`src/rtl/ppq_pkg.sv`:
```
// ppq_pkg: shared types, constants and palette tables for the pixel palette quantizer
// no dependencies; used by ppq_if.sv and pixel_palette_quantizer.sv

package ppq_pkg;

  localparam int unsigned ChanW   = 8;
  localparam int unsigned CodeW   = 16;
  localparam int unsigned IdxW    = 8;
  localparam int unsigned DigitW  = 3;
  localparam int unsigned GrayW   = 6;
  localparam int unsigned SqW     = 2 * ChanW;
  localparam int unsigned DistW   = SqW + 2;

  localparam logic [IdxW-1:0]   FirstIdx    = 8'd1;
  localparam logic [IdxW-1:0]   CubeLastIdx = 8'd216;
  localparam logic [IdxW-1:0]   LastIdx     = 8'd255;
  localparam logic [DigitW-1:0] DigitMax    = 3'd5;
  localparam logic [CodeW-1:0]  CodeClear   = 16'h0000;

  // output_mode register codes
  localparam logic MODE_INDEX  = 1'b0;
  localparam logic MODE_RGB565 = 1'b1;

  typedef enum logic [1:0] {
    PPQ_IDLE,
    PPQ_SEARCH,
    PPQ_DONE
  } ppq_state_e;

  typedef struct packed {
    logic in_ready;
    logic start;
    logic step;
    logic load_out;
  } ppq_ctrl_t;

  // cube level for one digit: digit * 51
  function automatic logic [ChanW-1:0] cube_level(input logic [DigitW-1:0] digit);
    logic [ChanW-1:0] lvl;
    unique case (digit)
      3'd0:    lvl = 8'd0;
      3'd1:    lvl = 8'd51;
      3'd2:    lvl = 8'd102;
      3'd3:    lvl = 8'd153;
      3'd4:    lvl = 8'd204;
      3'd5:    lvl = 8'd255;
      default: lvl = 8'd0;
    endcase
    return lvl;
  endfunction

  // gray ramp: floor(k * 255 / 38)
  function automatic logic [ChanW-1:0] gray_level(input logic [GrayW-1:0] k);
    logic [ChanW-1:0] lvl;
    unique case (k)
      6'd0:  lvl = 8'd0;    6'd1:  lvl = 8'd6;    6'd2:  lvl = 8'd13;
      6'd3:  lvl = 8'd20;   6'd4:  lvl = 8'd26;   6'd5:  lvl = 8'd33;
      6'd6:  lvl = 8'd40;   6'd7:  lvl = 8'd46;   6'd8:  lvl = 8'd53;
      6'd9:  lvl = 8'd60;   6'd10: lvl = 8'd67;   6'd11: lvl = 8'd73;
      6'd12: lvl = 8'd80;   6'd13: lvl = 8'd87;   6'd14: lvl = 8'd93;
      6'd15: lvl = 8'd100;  6'd16: lvl = 8'd107;  6'd17: lvl = 8'd114;
      6'd18: lvl = 8'd120;  6'd19: lvl = 8'd127;  6'd20: lvl = 8'd134;
      6'd21: lvl = 8'd140;  6'd22: lvl = 8'd147;  6'd23: lvl = 8'd154;
      6'd24: lvl = 8'd161;  6'd25: lvl = 8'd167;  6'd26: lvl = 8'd174;
      6'd27: lvl = 8'd181;  6'd28: lvl = 8'd187;  6'd29: lvl = 8'd194;
      6'd30: lvl = 8'd201;  6'd31: lvl = 8'd208;  6'd32: lvl = 8'd214;
      6'd33: lvl = 8'd221;  6'd34: lvl = 8'd228;  6'd35: lvl = 8'd234;
      6'd36: lvl = 8'd241;  6'd37: lvl = 8'd248;  6'd38: lvl = 8'd255;
      default: lvl = 8'd0;
    endcase
    return lvl;
  endfunction

  function automatic logic [SqW-1:0] sq_diff(input logic [ChanW-1:0] a,
                                             input logic [ChanW-1:0] b);
    logic [ChanW-1:0] d;
    d = (a > b) ? (a - b) : (b - a);
    return d * d;
  endfunction

endpackage

```
`src/rtl/ppq_if.sv`:
```
// ppq_if: valid/ready channel interfaces for pixel beats in and code beats out
// depends on ppq_pkg for field widths

interface ppq_pixel_if;
  logic                      valid;
  logic                      ready;
  logic [ppq_pkg::ChanW-1:0] red;
  logic [ppq_pkg::ChanW-1:0] green;
  logic [ppq_pkg::ChanW-1:0] blue;
  logic [ppq_pkg::ChanW-1:0] alpha;

  modport source (output valid, red, green, blue, alpha, input ready);
  modport sink   (input valid, red, green, blue, alpha, output ready);
endinterface

interface ppq_code_if;
  logic                      valid;
  logic                      ready;
  logic [ppq_pkg::CodeW-1:0] pixel_code;

  modport source (output valid, pixel_code, input ready);
  modport sink   (input valid, pixel_code, output ready);
endinterface

```
`src/rtl/pixel_palette_quantizer.sv`:
```
// pixel_palette_quantizer: rgba8888 pixel to palette index or rgb565 word
// depends on ppq_pkg and the channel interfaces in ppq_if.sv
//
//  channel   dir  payload                        handshake
//  pix_i     in   red, green, blue, alpha        valid/ready
//  code_o    out  pixel_code[15:0]               valid/ready
//  cfg       in   cfg_wdata_i (output_mode)      cfg_we_i, no ready
//
//  palette mode: a search over all 255 palette entries (one palette entry per cycle
//  through the shared distance unit), then a hand-off to the output register; the
//  next pixel is accepted after that. rgb565 mode or zero alpha: accept, then hand off.
//  a finished code sits in the output register, so the next pixel can be taken
//  while code_o is stalled; the search end waits only if that register is full.
//  rst_ni clears the sequencer, the output valid and output_mode.

module pixel_palette_quantizer (
  input  logic             clk_i,
  input  logic             rst_ni,
  input  logic             cfg_we_i,
  input  logic             cfg_wdata_i,
  ppq_pixel_if.sink        pix_i,
  ppq_code_if.source       code_o
);

  ppq_pkg::ppq_state_e state_q, state_d;
  ppq_pkg::ppq_ctrl_t  ctrl;

  logic mode_q;
  logic out_valid_q, out_valid_d;

  logic [ppq_pkg::ChanW-1:0]  red_q, green_q, blue_q;
  logic [ppq_pkg::IdxW-1:0]   idx_q, idx_d;
  logic [ppq_pkg::DigitW-1:0] dr_q, dr_d, dg_q, dg_d, db_q, db_d;
  logic [ppq_pkg::GrayW-1:0]  k_q, k_d;
  logic [ppq_pkg::DistW-1:0]  best_dist_q, best_dist_d;
  logic [ppq_pkg::IdxW-1:0]   best_idx_q, best_idx_d;
  logic [ppq_pkg::CodeW-1:0]  result_q, result_d;
  logic [ppq_pkg::CodeW-1:0]  out_code_q;

  logic                       accept;
  logic                       direct;
  logic                       in_cube;
  logic                       better;
  logic                       last;
  logic [ppq_pkg::ChanW-1:0]  pal_r, pal_g, pal_b, gray;
  logic [ppq_pkg::DistW-1:0]  cand_dist;
  logic [ppq_pkg::IdxW-1:0]   win_idx;
  logic [ppq_pkg::CodeW-1:0]  direct_code;

  assign accept = pix_i.valid && ctrl.in_ready;
  assign direct = (pix_i.alpha == '0) || (mode_q == ppq_pkg::MODE_RGB565);
  assign last   = (idx_q == ppq_pkg::LastIdx);

  // next state
  always_comb begin
    state_d = state_q;
    unique case (state_q)
      ppq_pkg::PPQ_IDLE: begin
        if (accept) begin
          state_d = direct ? ppq_pkg::PPQ_DONE : ppq_pkg::PPQ_SEARCH;
        end
      end
      ppq_pkg::PPQ_SEARCH: begin
        if (last) begin
          state_d = ppq_pkg::PPQ_DONE;
        end
      end
      ppq_pkg::PPQ_DONE: begin
        if (!out_valid_q || code_o.ready) begin
          state_d = ppq_pkg::PPQ_IDLE;
        end
      end
      default: state_d = ppq_pkg::PPQ_IDLE;
    endcase
  end

  // sequencer outputs
  always_comb begin
    ctrl = '0;
    unique case (state_q)
      ppq_pkg::PPQ_IDLE: begin
        ctrl.in_ready = 1'b1;
        ctrl.start    = pix_i.valid;
      end
      ppq_pkg::PPQ_SEARCH: begin
        ctrl.step = 1'b1;
      end
      ppq_pkg::PPQ_DONE: begin
        ctrl.load_out = !out_valid_q || code_o.ready;
      end
      default: ctrl = '0;
    endcase
  end

  // shared distance unit: one palette entry per cycle
  assign in_cube   = (idx_q <= ppq_pkg::CubeLastIdx);
  assign gray      = ppq_pkg::gray_level(k_q);
  assign pal_r     = in_cube ? ppq_pkg::cube_level(dr_q) : gray;
  assign pal_g     = in_cube ? ppq_pkg::cube_level(dg_q) : gray;
  assign pal_b     = in_cube ? ppq_pkg::cube_level(db_q) : gray;
  assign cand_dist = {2'b00, ppq_pkg::sq_diff(red_q, pal_r)}
                   + {2'b00, ppq_pkg::sq_diff(green_q, pal_g)}
                   + {2'b00, ppq_pkg::sq_diff(blue_q, pal_b)};
  assign better    = (cand_dist < best_dist_q);
  assign win_idx   = better ? idx_q : best_idx_q;

  assign direct_code = (pix_i.alpha == '0) ? ppq_pkg::CodeClear
                     : {pix_i.red[7:3], pix_i.green[7:2], pix_i.blue[7:3]};

  always_comb begin
    idx_d       = idx_q;
    dr_d        = dr_q;
    dg_d        = dg_q;
    db_d        = db_q;
    k_d         = k_q;
    best_dist_d = best_dist_q;
    best_idx_d  = best_idx_q;
    result_d    = result_q;
    if (ctrl.start) begin
      idx_d       = ppq_pkg::FirstIdx;
      dr_d        = '0;
      dg_d        = '0;
      db_d        = '0;
      k_d         = '0;
      best_dist_d = '1;
      best_idx_d  = ppq_pkg::FirstIdx;
      result_d    = direct_code;
    end else if (ctrl.step) begin
      best_idx_d = win_idx;
      if (better) begin
        best_dist_d = cand_dist;
      end
      result_d = {{(ppq_pkg::CodeW - ppq_pkg::IdxW){1'b0}}, win_idx};
      idx_d    = idx_q + 1'b1;
      if (in_cube) begin
        // odometer over the three cube digits, blue fastest
        if (db_q == ppq_pkg::DigitMax) begin
          db_d = '0;
          if (dg_q == ppq_pkg::DigitMax) begin
            dg_d = '0;
            dr_d = dr_q + 1'b1;
          end else begin
            dg_d = dg_q + 1'b1;
          end
        end else begin
          db_d = db_q + 1'b1;
        end
      end else begin
        k_d = k_q + 1'b1;
      end
    end
  end

  assign out_valid_d = ctrl.load_out || (out_valid_q && !code_o.ready);

  always_ff @(posedge clk_i or negedge rst_ni) begin
    if (!rst_ni) begin
      state_q     <= ppq_pkg::PPQ_IDLE;
      out_valid_q <= 1'b0;
      mode_q      <= ppq_pkg::MODE_INDEX;
    end else begin
      state_q     <= state_d;
      out_valid_q <= out_valid_d;
      if (cfg_we_i) begin
        mode_q <= cfg_wdata_i;
      end
    end
  end

  always_ff @(posedge clk_i) begin
    if (accept) begin
      red_q   <= pix_i.red;
      green_q <= pix_i.green;
      blue_q  <= pix_i.blue;
    end
    idx_q       <= idx_d;
    dr_q        <= dr_d;
    dg_q        <= dg_d;
    db_q        <= db_d;
    k_q         <= k_d;
    best_dist_q <= best_dist_d;
    best_idx_q  <= best_idx_d;
    result_q    <= result_d;
    if (ctrl.load_out) begin
      out_code_q <= result_q;
    end
  end

  assign pix_i.ready       = ctrl.in_ready;
  assign code_o.valid      = out_valid_q;
  assign code_o.pixel_code = out_code_q;

endmodule

```
`src/flat_wrapper.sv`:
```
// flat-port wrapper written by rule: the top's interface ports become plain ports
module pixel_palette_quantizer_flat 
  (clk_i, rst_ni, cfg_we_i, cfg_wdata_i, pix_i_valid, pix_i_red, pix_i_green, pix_i_blue, pix_i_alpha, pix_i_ready, code_o_valid, code_o_pixel_code, code_o_ready);
  ppq_pixel_if pix_i_i ();
  ppq_code_if code_o_i ();
  input  logic clk_i;
  input  logic rst_ni;
  input  logic cfg_we_i;
  input  logic cfg_wdata_i;
  input wire logic [$bits(pix_i_i.valid)-1:0] pix_i_valid;
  input wire logic [$bits(pix_i_i.red)-1:0] pix_i_red;
  input wire logic [$bits(pix_i_i.green)-1:0] pix_i_green;
  input wire logic [$bits(pix_i_i.blue)-1:0] pix_i_blue;
  input wire logic [$bits(pix_i_i.alpha)-1:0] pix_i_alpha;
  output wire logic [$bits(pix_i_i.ready)-1:0] pix_i_ready;
  output wire logic [$bits(code_o_i.valid)-1:0] code_o_valid;
  output wire logic [$bits(code_o_i.pixel_code)-1:0] code_o_pixel_code;
  input wire logic [$bits(code_o_i.ready)-1:0] code_o_ready;
  assign pix_i_i.valid = pix_i_valid;
  assign pix_i_i.red = pix_i_red;
  assign pix_i_i.green = pix_i_green;
  assign pix_i_i.blue = pix_i_blue;
  assign pix_i_i.alpha = pix_i_alpha;
  assign pix_i_ready = pix_i_i.ready;
  assign code_o_valid = code_o_i.valid;
  assign code_o_pixel_code = code_o_i.pixel_code;
  assign code_o_i.ready = code_o_ready;
  pixel_palette_quantizer u_core (.clk_i(clk_i), .rst_ni(rst_ni), .cfg_we_i(cfg_we_i), .cfg_wdata_i(cfg_wdata_i), .pix_i(pix_i_i), .code_o(code_o_i));
endmodule
```
`config.mk`:
```
export PLATFORM = sky130hd
export DESIGN_NAME = pixel_palette_quantizer_flat
export DESIGN_NICKNAME = d
export VERILOG_FILES = /design/src/rtl/ppq_pkg.sv /design/src/rtl/ppq_if.sv /design/src/rtl/pixel_palette_quantizer.sv /design/src/flat_wrapper.sv
export SDC_FILE = /design/constraint.sdc
export NUM_CORES = 1
export LEC_CHECK = 0
export BUFFER_PORTS_ARGS = -buffer_cell sky130_fd_sc_hd__buf_4
export CORE_MARGIN = 2
export CORE_UTILIZATION = 60
export CTS_CLUSTER_SIZE = 28
export DETAILED_ROUTE_END_ITERATION = 16
export PLACE_DENSITY = 0.8
export SYNTH_ARGS = -nofsm -noshare
export SYNTH_HDL_FRONTEND = slang
export SYNTH_SLANG_ARGS = --single-unit
```
`constraint.sdc`:
```
create_clock -name clk_i -period 23.1 [get_ports clk_i]
set_input_delay 1.155 -clock clk_i [delete_from_list [all_inputs] [get_ports clk_i]]
set_output_delay 1.155 -clock clk_i [all_outputs]
set_load 0.05 [all_outputs]
```
* Word level (Yosys, flattened, before mapping)
Memory sizes are Yosys's and may differ from the RTL's. A register that Yosys moved wholly into a read port is not among the register bits.
Cells that the tools add are included.
** Word-level totals
- Register bits after elaboration :: 109
- ROM bits :: 512
- Logic and storage cells :: 100
- Output and inout port bits :: 18
- Latch bits :: 0
- Input port bits :: 38
- Bits in writable memories :: 0
- Memories :: 1
** Operators by class
- Muxes and demuxes :: 25
- Multipliers :: 3
- Add/sub/neg operators :: 13
- Reductions and logical operators :: 16
- Eq/ne operators :: 21
- Shift operators :: 0
- Div/mod/pow operators :: 0
- Magnitude comparators :: 5
- Bitwise logic cells :: 1
** Memories
- (name not given) :: words 64, width 8, read ports 1, clocked after memory_dff 1, wr ports 0, line ppq_pkg.sv:55 : unique case (k)
** Operator list (number)
- 8-bit case mux with 5 select lines :: 3
- 8-bit two-way mux :: 7
- 8-bit by 8-bit multiplier with 16-bit output :: 3
- 16-bit two-way mux :: 3
- 8-bit subtractor :: 6
- 8-bit greater-than comparator :: 3
- 18-bit by 16-bit adder with 18-bit output :: 1
- 3-bit by 2-bit == test with 1-bit output, second input constant :: 6
- 3-bit == test, second input constant :: 6
- 18-bit less-than comparator :: 1
- 16-bit by 16-bit adder with 17-bit output :: 1
- 6-bit two-way mux :: 2
- 2-bit two-way mux :: 5
- 3-bit by 1-bit adder with 3-bit output, second input constant :: 3
- 3-bit by 1-bit == test with 1-bit output, second input constant :: 3
- 8-bit by 1-bit adder with 8-bit output, second input constant :: 1
- 8-bit == test, second input constant :: 1
- 8-bit less-or-equal comparator, second input constant :: 1
- 8-bit zero test :: 1
- 6-bit by 1-bit adder with 6-bit output, second input constant :: 1
- 3-bit two-way mux :: 2
- 2-bit by 1-bit inequality test with 1-bit output, second input constant :: 3
- 2-bit case mux with 3 select lines :: 1
- 2-bit AND reduction :: 3
- other kinds (11) :: 17

* Longest topological paths before layout
Gate-level depths: netlist of the first run.
- Depth in word-level cells :: 12
- Gate-level depth with buffers :: 59

* Worst setup path before layout of the first run
No wires, ideal clock.
- Kind :: flip-flop to flip-flop
- Start point :: register u_core.idx_q[0] in the netlist's numbering
- End point :: register u_core.best_dist_q[10] in the netlist's numbering
- Path slack :: 10.015 ns
- Period minus slack after synthesis :: 13.085 ns
- Required time :: 22.971 ns
- Setup time :: 0.129 ns
- Path buffers :: 5
- Stages on the path, launching flop included :: 57
- Data arrival time :: 12.956 ns
- Cells stage by stage :: dfxtp_1 inv_1 ha_1 nand2b_4 a31oi_4 nor2_1 clkbuf_1 nor2_1 a21o_1 ha_1 fa_1 nand2b_1 a21boi_0 o21ai_0 a21o_1 buf_4 a211oi_1 a21oi_1 [... 21 more ...] inv_1 ha_1 o21ai_0 nand2b_1 o41ai_1 o21ai_0 o41a_1 a31oi_1 xnor2_1 ha_1 o2111a_1 and3_1 nand3_1 nand4_1 clkbuf_1 clkbuf_1 mux2i_1 nand2_1
** On the way
- Word-level cells in the longest chain between the ends :: 9
- Elaborated cells between the ends (all ways) :: 23
- Those cells by class :: add/sub: 8; mul: 3; order compare: 5; mux: 6; reduce/logical: 1
** RTL lines
- from (decl) :: line pixel_palette_quantizer.sv:32 : logic [ppq_pkg::IdxW-1:0] idx_q, idx_d;
- from (signal assigned) :: line pixel_palette_quantizer.sv:176 : idx_q <= idx_d;
- 8-bit less-or-equal comparator * :: line pixel_palette_quantizer.sv:96 : assign in_cube = (idx_q <= ppq_pkg::CubeLastIdx);
- 8-bit two-way mux, on equally long branches :: line pixel_palette_quantizer.sv:98, pixel_palette_quantizer.sv:99
- 8-bit subtractor / 8-bit greater-than comparator (equally long branches) :: line ppq_pkg.sv:77 : d = (a > b) ? (a - b) : (b - a);
- 8-bit two-way mux :: line ppq_pkg.sv:77
- 8-bit by 8-bit multiplier with 16-bit output :: line ppq_pkg.sv:78 : return d * d;
- 16-bit by 16-bit adder with 17-bit output :: line pixel_palette_quantizer.sv:102 : + {2'b00, ppq_pkg::sq_diff(green_q, pal_g)}
- 18-bit by 16-bit adder with 18-bit output * :: line pixel_palette_quantizer.sv:103 : + {2'b00, ppq_pkg::sq_diff(blue_q, pal_b)};
- named net u_core.cand_dist, one bit :: line pixel_palette_quantizer.sv:46 : logic [ppq_pkg::DistW-1:0] cand_dist;
- 18-bit less-than comparator * :: line pixel_palette_quantizer.sv:104 : assign better = (cand_dist < best_dist_q);
- 2-bit AND reduction (no source line) *
- to (signal assigned) :: line pixel_palette_quantizer.sv:181 : best_dist_q <= best_dist_d;
- to (decl) :: line pixel_palette_quantizer.sv:35 : logic [ppq_pkg::DistW-1:0] best_dist_q, best_dist_d;
Mark *: on every way through the listed nets, which the timed path passes. The rest lies on a longest branch.
A chain may end at the register's enable or synchronous reset.

* Worst setup path after layout of the first run
- Start point :: register u_core.idx_q[0] in the netlist's numbering
- End point :: register u_core.result_q[6] in the netlist's numbering (data pin)
** On the way
- Word-level cells in the longest chain between the ends :: 11
- Elaborated cells between the ends (all ways) :: 25
- Those cells by class :: add/sub: 8; mul: 3; order compare: 5; mux: 9
** RTL lines
- 8-bit less-or-equal comparator * :: line pixel_palette_quantizer.sv:96
- 8-bit two-way mux, on equally long branches :: line pixel_palette_quantizer.sv:98, pixel_palette_quantizer.sv:99
- 8-bit subtractor / 8-bit greater-than comparator (equally long branches) :: line ppq_pkg.sv:77
- 8-bit two-way mux :: line ppq_pkg.sv:77
- 8-bit by 8-bit multiplier with 16-bit output :: line ppq_pkg.sv:78
- 16-bit by 16-bit adder with 17-bit output :: line pixel_palette_quantizer.sv:102
- 18-bit by 16-bit adder with 18-bit output * :: line pixel_palette_quantizer.sv:103
- named net u_core.cand_dist, one bit :: line pixel_palette_quantizer.sv:46
- 18-bit less-than comparator * :: line pixel_palette_quantizer.sv:104
- 8-bit two-way mux * :: line pixel_palette_quantizer.sv:105 : assign win_idx = better ? idx_q : best_idx_q;
- 16-bit two-way mux * :: line pixel_palette_quantizer.sv:128 : end else if (ctrl.step) begin
- 16-bit two-way mux * :: line pixel_palette_quantizer.sv:119 : if (ctrl.start) begin
- named net u_core.result_d, one bit :: line pixel_palette_quantizer.sv:37 : logic [ppq_pkg::CodeW-1:0] result_q, result_d;
- to (signal assigned) :: line pixel_palette_quantizer.sv:183 : result_q <= result_d;
- to (decl) :: line pixel_palette_quantizer.sv:37
Mark *: on every way through the listed nets, which the timed path passes. The rest lies on a longest branch. The select of a mux whose other input is x is not followed.

==> summary.md, run 1 <==
| Metric | Value |
|---|---|
| Result of the run | `completed` |
| Worst Setup Slack, final | `8.506 ns` |
| Avg Inst Size Synth | `around 9.0 µm²` |
| Post-CTS Setup Repair Bufs | `0` |
| Top FF cell, synth | `dfxtp_1` |
| CP Launch Type | `flop` |
| Total track usage | `between 20% and 30%` |
| IO buf count | `55` |
| Post-Route WL | `about 30000 µm` |
| Antenna diodes | `0` |
| Htree depth | `4` |
| Crit-path most repeated cell | `fa_1` |
| Mux cell area share after synthesis | `4.345%` |
| Post-Syn Area | `approximately 14000 µm²` |
| Ys async rst share | `under 10%` |
| Final min period | `approximately 15 ns` |
| Fin crit share | `~63%` |
| ANT nets after route | `0` |
| Max cap viols | `0` |
| Largest family of logic cells by synthesized area | `adder cells` |
| Vias in the first global route | `approximately 11k` |
| Initial antenna violation count | `0` |
| Mapped Cells | `1513` |
| Rows | `55` |
| Core area | `around 22000 µm²` |
| Total I/O pin count | `56` |
| Via count | `approximately 11k` |
| Crit-path slowest cell | `nor2_1` |
| Post-CTS sizing | `0` |
| DRC viols | `0` |
| Syn nets | `1848` |
| DR WL/cell | `~16 µm` |
| Layout cell share with drive strength beyond 1 | `approximately 8.4%` |
| Num CTS Buffers | `17` |
| Worst skew pair latency | `about 0.42 ns` |
| HP Class | `reg -> reg` |
| Die Span X | `154.4 µm` |
| Hold_buf cts | `0` |
| Setup TNS | `0 ns` |
| Synth-to-Final Area Change | `9.464%` |
| Grt ovf | `0` |
| Yosys top cell by area | `fa_1` |
| Slew headroom | `about a third` |
| Final count of pins violating max slew | `0` |
| Simple-gate area share of the yosys netlist | `roughly 15%` |
| Area fraction of the dominant cell type after synthesis | `between 10% and 20%` |
| Register area share after synthesis | `21.55%` |
| CTS tree | `done` |
| Kind of critical path | `reg -> reg` |
| Vias per cell | `5.751` |
| CTS clk-pin slew, worst paths | `about 0.06 ns` |
| RSZ-0062 raised after global routing | `false` |
| Worst setup EP type | `flop` |
| Final Hold Vio Count | `0` |
| CTS root buf | `clkbuf_16` |
| Post-Synth XOR/XNOR Area | `under 10%` |
| Clock skew | `between 0.015 and 0.02 ns` |
| Die height | `about 150 µm` |
| #FFs+latches synth | `about 120` |
| Synth top area cells | `fa_1, ha_1, edfxtp_1, dfxtp_1, inv_1` |
| Synth warn | `0` |
| CP arrival | `about 15 ns` |
| Fmax | `between 60 and 70 MHz` |
| Largest net degree at the start of global routing | `80` |
| First DRT Iteration DRCs | `roughly 890` |
| DRT Pass-1 Iters | `6` |
| Worst-path fanout max | `11` |
| Synth Area in Compound Gates | `a little under an eighth` |
| CTS sink cnt | `about 120` |
| Die ar. | `about 24000 µm²` |
| Placer Congestion | `approximately 0.94` |
| Final setup viols | `0` |
| Post-placement worst setup slack | `8.883 ns` |
| Worst path max stage delay | `slightly above 0.7 ns` |
| Post-synth EDFFs | `56` |
| First-pass GRT wire length | `approximately 52000 µm` |
| Initial Util | `60.46%` |
| Crit path required time | `approximately 23 ns` |
| Worst-Margin Slew | `around 0.96 ns` |
| Synth Area in Adders | `between 30% and 40%` |
| CTS max path bufs | `2` |
| Unique masters post-synth | `83` |
| HPWL after DPL | `approximately 23000 µm` |
| Nets | `around 1.9k` |
## cells by family after synthesis
group	after synthesis
multiplexers	58
flip-flops	117
AND/OR/NAND/NOR	418
AO/OA/AOI/OAI	227
XOR/XNOR	68
buffers and inverters	328
adder cells (fa/ha/maj)	297
## cells in the final DEF (no fill, tap or decap), types with 6 or more instances in the layout
master and instances:
inv_2 8, xnor2_1 41, and2_1 10, nand2b_1 18
and3_1 17, buf_4 62, nand4_1 16, edfxtp_1 56
inv_1 285, xor2_1 24, mux2i_1 53, nor2_1 144
or3_1 8, o21ai_0 51, clkbuf_16 18, a21o_1 19
a31oi_1 10, nand3_1 29, dfxtp_1 57, nand2_1 86
ha_1 176, inv_6 6, nor3_1 34, fa_1 121
o41ai_1 6, nor2b_1 20, o21a_1 6, a211oi_1 10
a21oi_1 54, o211ai_1 12
## routing by layer
metal | up-vias | GRT usage [%] | routed length (µm)
met1 | 5198 | 35.09 | 13190
met4 | 0 | 7.143 | 514
met3 | 52 | 2.858 | 1291
li1 | 5114 | - | -
met2 | 315 | 46.38 | 14760
met5 | - | 0 | 0
## area by class of cell
cell class	count	area [µm²]
clock buffers	18	450.4
clock inverters	14	173.9
fillers	1720	7586
inverters	293	1100
multi-input cells	1068	9379
flip-flops and latches	117	2923
well taps	285	356.6
repair buffers	62	465.4
## registers in the layout, summed over array words and instances, names as in the netlist
name	cells
u_core.blue_q	8
u_core.red_q	8
u_core.code_o.valid	1
u_core.result_q	16
u_core.k_q	6
u_core.dg_q	3
u_core.gray	8
u_core.dr_q	3
u_core.code_o.pixel_code	16
u_core.mode_q	1
u_core.green_q	8
u_core.best_idx_q	8
u_core.state_q	2
u_core.best_dist_q	18
u_core.db_q	3
u_core.idx_q	8
## worst max-delay path: cells and delay by family, from the launching register on
family	cells	cell delay, ns
buffers and inverters	8	0.52
flip-flops	1	0.39
adder cells (fa/ha/maj)	16	6.81
XOR/XNOR	3	0.98
multiplexers	1	0.39
AO/OA/AOI/OAI	14	2.95
AND/OR/NAND/NOR	9	2.27
## path summary, 6_finish.rpt
kind                                    start                     endpoint  slack, ns  cells past startpoint
setup reg to reg              u_core.idx_q[0]           u_core.result_q[6]       8.51                     51
min in group asynchronous              rst_ni            u_core.state_q[1]       0.51                      1
hold reg to reg            u_core.result_q[8]  u_core.code_o.pixel_code[8]       0.42                      0
hold / removal             u_core.result_q[8]  u_core.code_o.pixel_code[8]       0.42                      0
setup / recovery              u_core.idx_q[0]           u_core.result_q[6]       8.51                     51
max in group asynchronous              rst_ni                u_core.mode_q      22.49                      1
## Yosys cell counts (all sizes together), types with 4 or more instances
| master | count |
|---|---|
| nor2 | 145 |
| and2 | 11 |
| and3 | 17 |
| fa | 121 |
| clkbuf | 24 |
| dfxtp | 57 |
| xor2 | 26 |
| a31oi | 11 |
| ha | 176 |
| buf | 11 |
| mux2 | 4 |
| nand2 | 86 |
| a211o | 5 |
| nand4 | 16 |
| o21ai | 55 |
| nor3 | 34 |
| edfxtp | 56 |
| nor4 | 6 |
| o21a | 6 |
| nor3b | 4 |
| a311oi | 5 |
| a21o | 19 |
| a211oi | 11 |
| nand2b | 19 |
| nor2b | 20 |
| xnor2 | 42 |
| nand3 | 29 |
| or3 | 8 |
| mux2i | 54 |
| o31ai | 5 |
| o22ai | 5 |
| o41ai | 6 |
| inv | 293 |
| a21oi | 56 |
| o211ai | 12 |
| dfrtp | 4 |
| or2 | 10 |
| a221oi | 4 |
| and4 | 5 |
## stage by stage
stage	instance area [µm²]	instances	hold slack, ns	utilization, %
floorplan	13560	1513	0.4003	-
global placement	14220	1825	0.4010	63.40
detailed placement	14220	1825	0.4045	63.40
CTS	14850	1857	0.4177	66.19
global route	14850	1857	0.4210	66.19
finish	14850	1857	0.4158	66.19
Power of run 1 is not shown: default switching activity piles up to over one toggle a cycle in this logic, so the estimate is an artifact.
==> inputs of run 2 (changes only) <==
--- a/config.mk
+++ b/config.mk
@@ -7,10 +7,10 @@
 export LEC_CHECK = 0
 export BUFFER_PORTS_ARGS = -buffer_cell sky130_fd_sc_hd__buf_4
 export CORE_MARGIN = 2
-export CORE_UTILIZATION = 60
+export CORE_UTILIZATION = 58
 export CTS_CLUSTER_SIZE = 28
 export DETAILED_ROUTE_END_ITERATION = 16
-export PLACE_DENSITY = 0.8
+export PLACE_DENSITY = 0.81
 export SYNTH_ARGS = -nofsm -noshare
 export SYNTH_HDL_FRONTEND = slang
 export SYNTH_SLANG_ARGS = --single-unit
==> constraint.sdc (replaced) <==
create_clock -name clk_i -period 11.8 [get_ports clk_i]
set_input_delay 0.59 -clock clk_i [delete_from_list [all_inputs] [get_ports clk_i]]
set_output_delay 0.59 -clock clk_i [all_outputs]
set_load 0.05 [all_outputs]
==> summary.md, run 2 (synthesized netlist as in run 1, its figures left out) <==
| Metric | Value |
|---|---|
| CP Launch Type | `flop` |
| Core area | `22780 µm² (+1.5%)` |
| RSZ-0062 raised after global routing | `true` |
| Final min period | `12.67 ns (-1.923 ns)` |
| Multi-input logic area | `10120 µm² (+7.9%)` |
| ANT nets after route | `0 (unchanged)` |
| Worst Setup Slack, final | `-0.8713 ns (-9.377 ns)` |
| DR WL/cell | `18.00 µm (+12%)` |
| IO buf count | `55 (unchanged)` |
| Antenna diodes | `0 (unchanged)` |
| Die ar. | `24630 µm² (+3.4%)` |
| Vias in the first global route | `12.42k (+13%)` |
| CP arrival | `12.93 ns (-1.80 ns)` |
| Worst setup EP type | `flop` |
| Initial antenna violation count | `0 (unchanged)` |
| Fill count | `1369 (-20%)` |
| Highest-count cells in the layout ignoring fill and taps | `inv_1, buf_4, ha_1, nor2_1, fa_1` |
| Rows | `55 (unchanged)` |
| Register area | `2925 µm² (about the same)` |
| Largest net degree at the start of global routing | `80 (unchanged)` |
| First-pass GRT wire length | `60620 µm (+17%)` |
| Max reg flops | `18 (unchanged)` |
| Final count of pins violating max slew | `0 (unchanged)` |
| Clock skew | `0.01724 ns (-0.0007403 ns)` |
| Final Hold Vio Count | `0 (unchanged)` |
| Grt ovf | `0 (unchanged)` |
| Die Span X | `156.9 µm (+1.7%)` |
| Fmax | `78.92 MHz (+15%)` |
| Fin crit share | `107.4% (+44 points)` |
| HP Class | `in -> reg` |
| Largest Register | `u_core.best_dist_q` |
| Cell Area, Placed | `15780 µm² (+11%)` |
| Via count | `12.10k (+13%)` |
| Synth-to-Final Area Change | `27.24%` |
| Commonest non-fill, non-tap cell in the layout | `inv_1` |
| Total I/O pin count | `56 (unchanged)` |
| Worst skew pair latency | `0.43 ns (about the same)` |
| Placer Congestion | `0.9809 (+4.8%)` |
| CTS tree | `done` |
| Result of the run | `finished with violations` |
| Crit-path slowest cell | `fa_1` |
| Crit-path most repeated cell | `fa_1` |
| Num CTS Buffers | `17 (unchanged)` |
| Initial Util | `59.55% (-0.91 points)` |
| Worst-path fanout max | `8 (-3)` |
| Total track usage | `31.00% (+4.5 points)` |
| Vias per cell | `5.762 (+0.20%)` |
| Crit path required time | `12.06 ns (-11.18 ns)` |
| First DRT Iteration DRCs | `833 (-6.6%)` |
| CTS max path bufs | `2 (unchanged)` |
| Nets | `2108 (+11%)` |
| CTS clk-pin slew, worst paths | `0.07 ns (about the same)` |
| Die height | `156.9 µm (+1.7%)` |
| Post-Route WL | `37790 µm (+27%)` |
| DRT Pass-1 Iters | `6 (unchanged)` |
| Final setup viols | `34 (+34)` |
| CTS root buf | `clkbuf_16` |
| Slew headroom | `24.37% (-11 points)` |
| Worst-Margin Slew | `1.134 ns (+0.1699 ns)` |
| Layout cell share with drive strength beyond 1 | `25.81% (+17 points)` |
| Kind of critical path | `reg -> reg` |
| CTS sink cnt | `117 (unchanged)` |
| DRC viols | `0 (unchanged)` |
| HPWL after DPL | `25790 µm (+9.8%)` |
| Worst path max stage delay | `0.55 ns (-0.17 ns)` |
| Final instance area | `17260 µm² (+16%)` |
| Max cap viols | `0 (unchanged)` |
| Htree depth | `4 (unchanged)` |
| Violated checks | `setup timing` |
run 2: changes by cell type in the layout (fill, tap and decap cells not counted), moves of 11 or more:
cell,previous run,this run
nor2_2,1,14
buf_4,62,263
a21oi_2,1,12
ha_1,176,164
mux2i_1,53,41
a21oi_1,54,42
nor2_1,144,123
run 2: worst max-delay path: cells and delay by family (launching register included):
family | cells | cell delay (ns)
fa+ha+maj | 15 | 6.16
buf+inv | 19 | 1.93
compound gates | 9 | 1.93
simple gates | 12 | 1.45
xor+xnor | 3 | 0.47
flops | 1 | 0.37
mux | 1 | 0.18
run 2: per-stage QoR:
step                      TNS (ns)  setup slack [ns]  utilization [%]  hold WS, ns  cells
final                       -25.62           -0.8713            75.77       0.3367   2099
after global routing        -41.04            -1.305            75.77       0.3297   2099
after CTS                   -11.55           -0.4205            74.13       0.3232   2084
after detailed placement    -22.91           -0.7228            69.28       0.3888   2032
after global placement      -12.51           -0.4259            69.28       0.3872   2032
after floorplan                  0           0.01017                -       0.2944   1513
run 2: worst paths after layout:
kind	cells past startpoint	slack, ns	endpoint	start
worst max-delay path	59	-0.87	u_core.best_idx_q[1]	u_core.idx_q[0]
worst min-delay path	1	0.34	u_core.green_q[1]	pix_i_green[1]
worst max register to register	59	-0.87	u_core.best_idx_q[1]	u_core.idx_q[0]
worst min register to register	0	0.42	u_core.code_o.pixel_code[9]	u_core.result_q[9]
max in group asynchronous	2	11.21	u_core.state_q[0]	rst_ni
min in group asynchronous	2	0.49	u_core.mode_q	rst_ni
run 2: layout make-up:
type,count,share of cell area [%]
Clock buffer,17,2.465
Clock inverter,15,0.9207
Inverter,293,6.372
Multi-Input combinational cell,1068,58.65
Sequential cell,117,16.95
Tap cell,313,2.269
Timing Repair Buffer,276,12.37
run 2: metal layers:
layer / wire length (µm) / share of wire, % / track usage [%] / up-vias
li1: - / - / - / 5541
met1: 14720 / 39 / 38.16 / 5807
met2: 18760 / 50 / 54.14 / 590
met3: 2673 / 7.1 / 4.901 / 157
met4: 1635 / 4.3 / 13.06 / 0
met5: 0 / 0 / 0 / -
run 2: what timing repair did:
action                                 4_1_cts  5_1_grt
pin swaps                                   54       31
cloned                                       2        0
buffers inserted                            18       16
hold buffers                                 1        0
endpoints found under the hold margin        4        0
gates resized for setup                     76       58
setup endpoints to repair                   34       34
Power of run 2 is left out for the same reason.
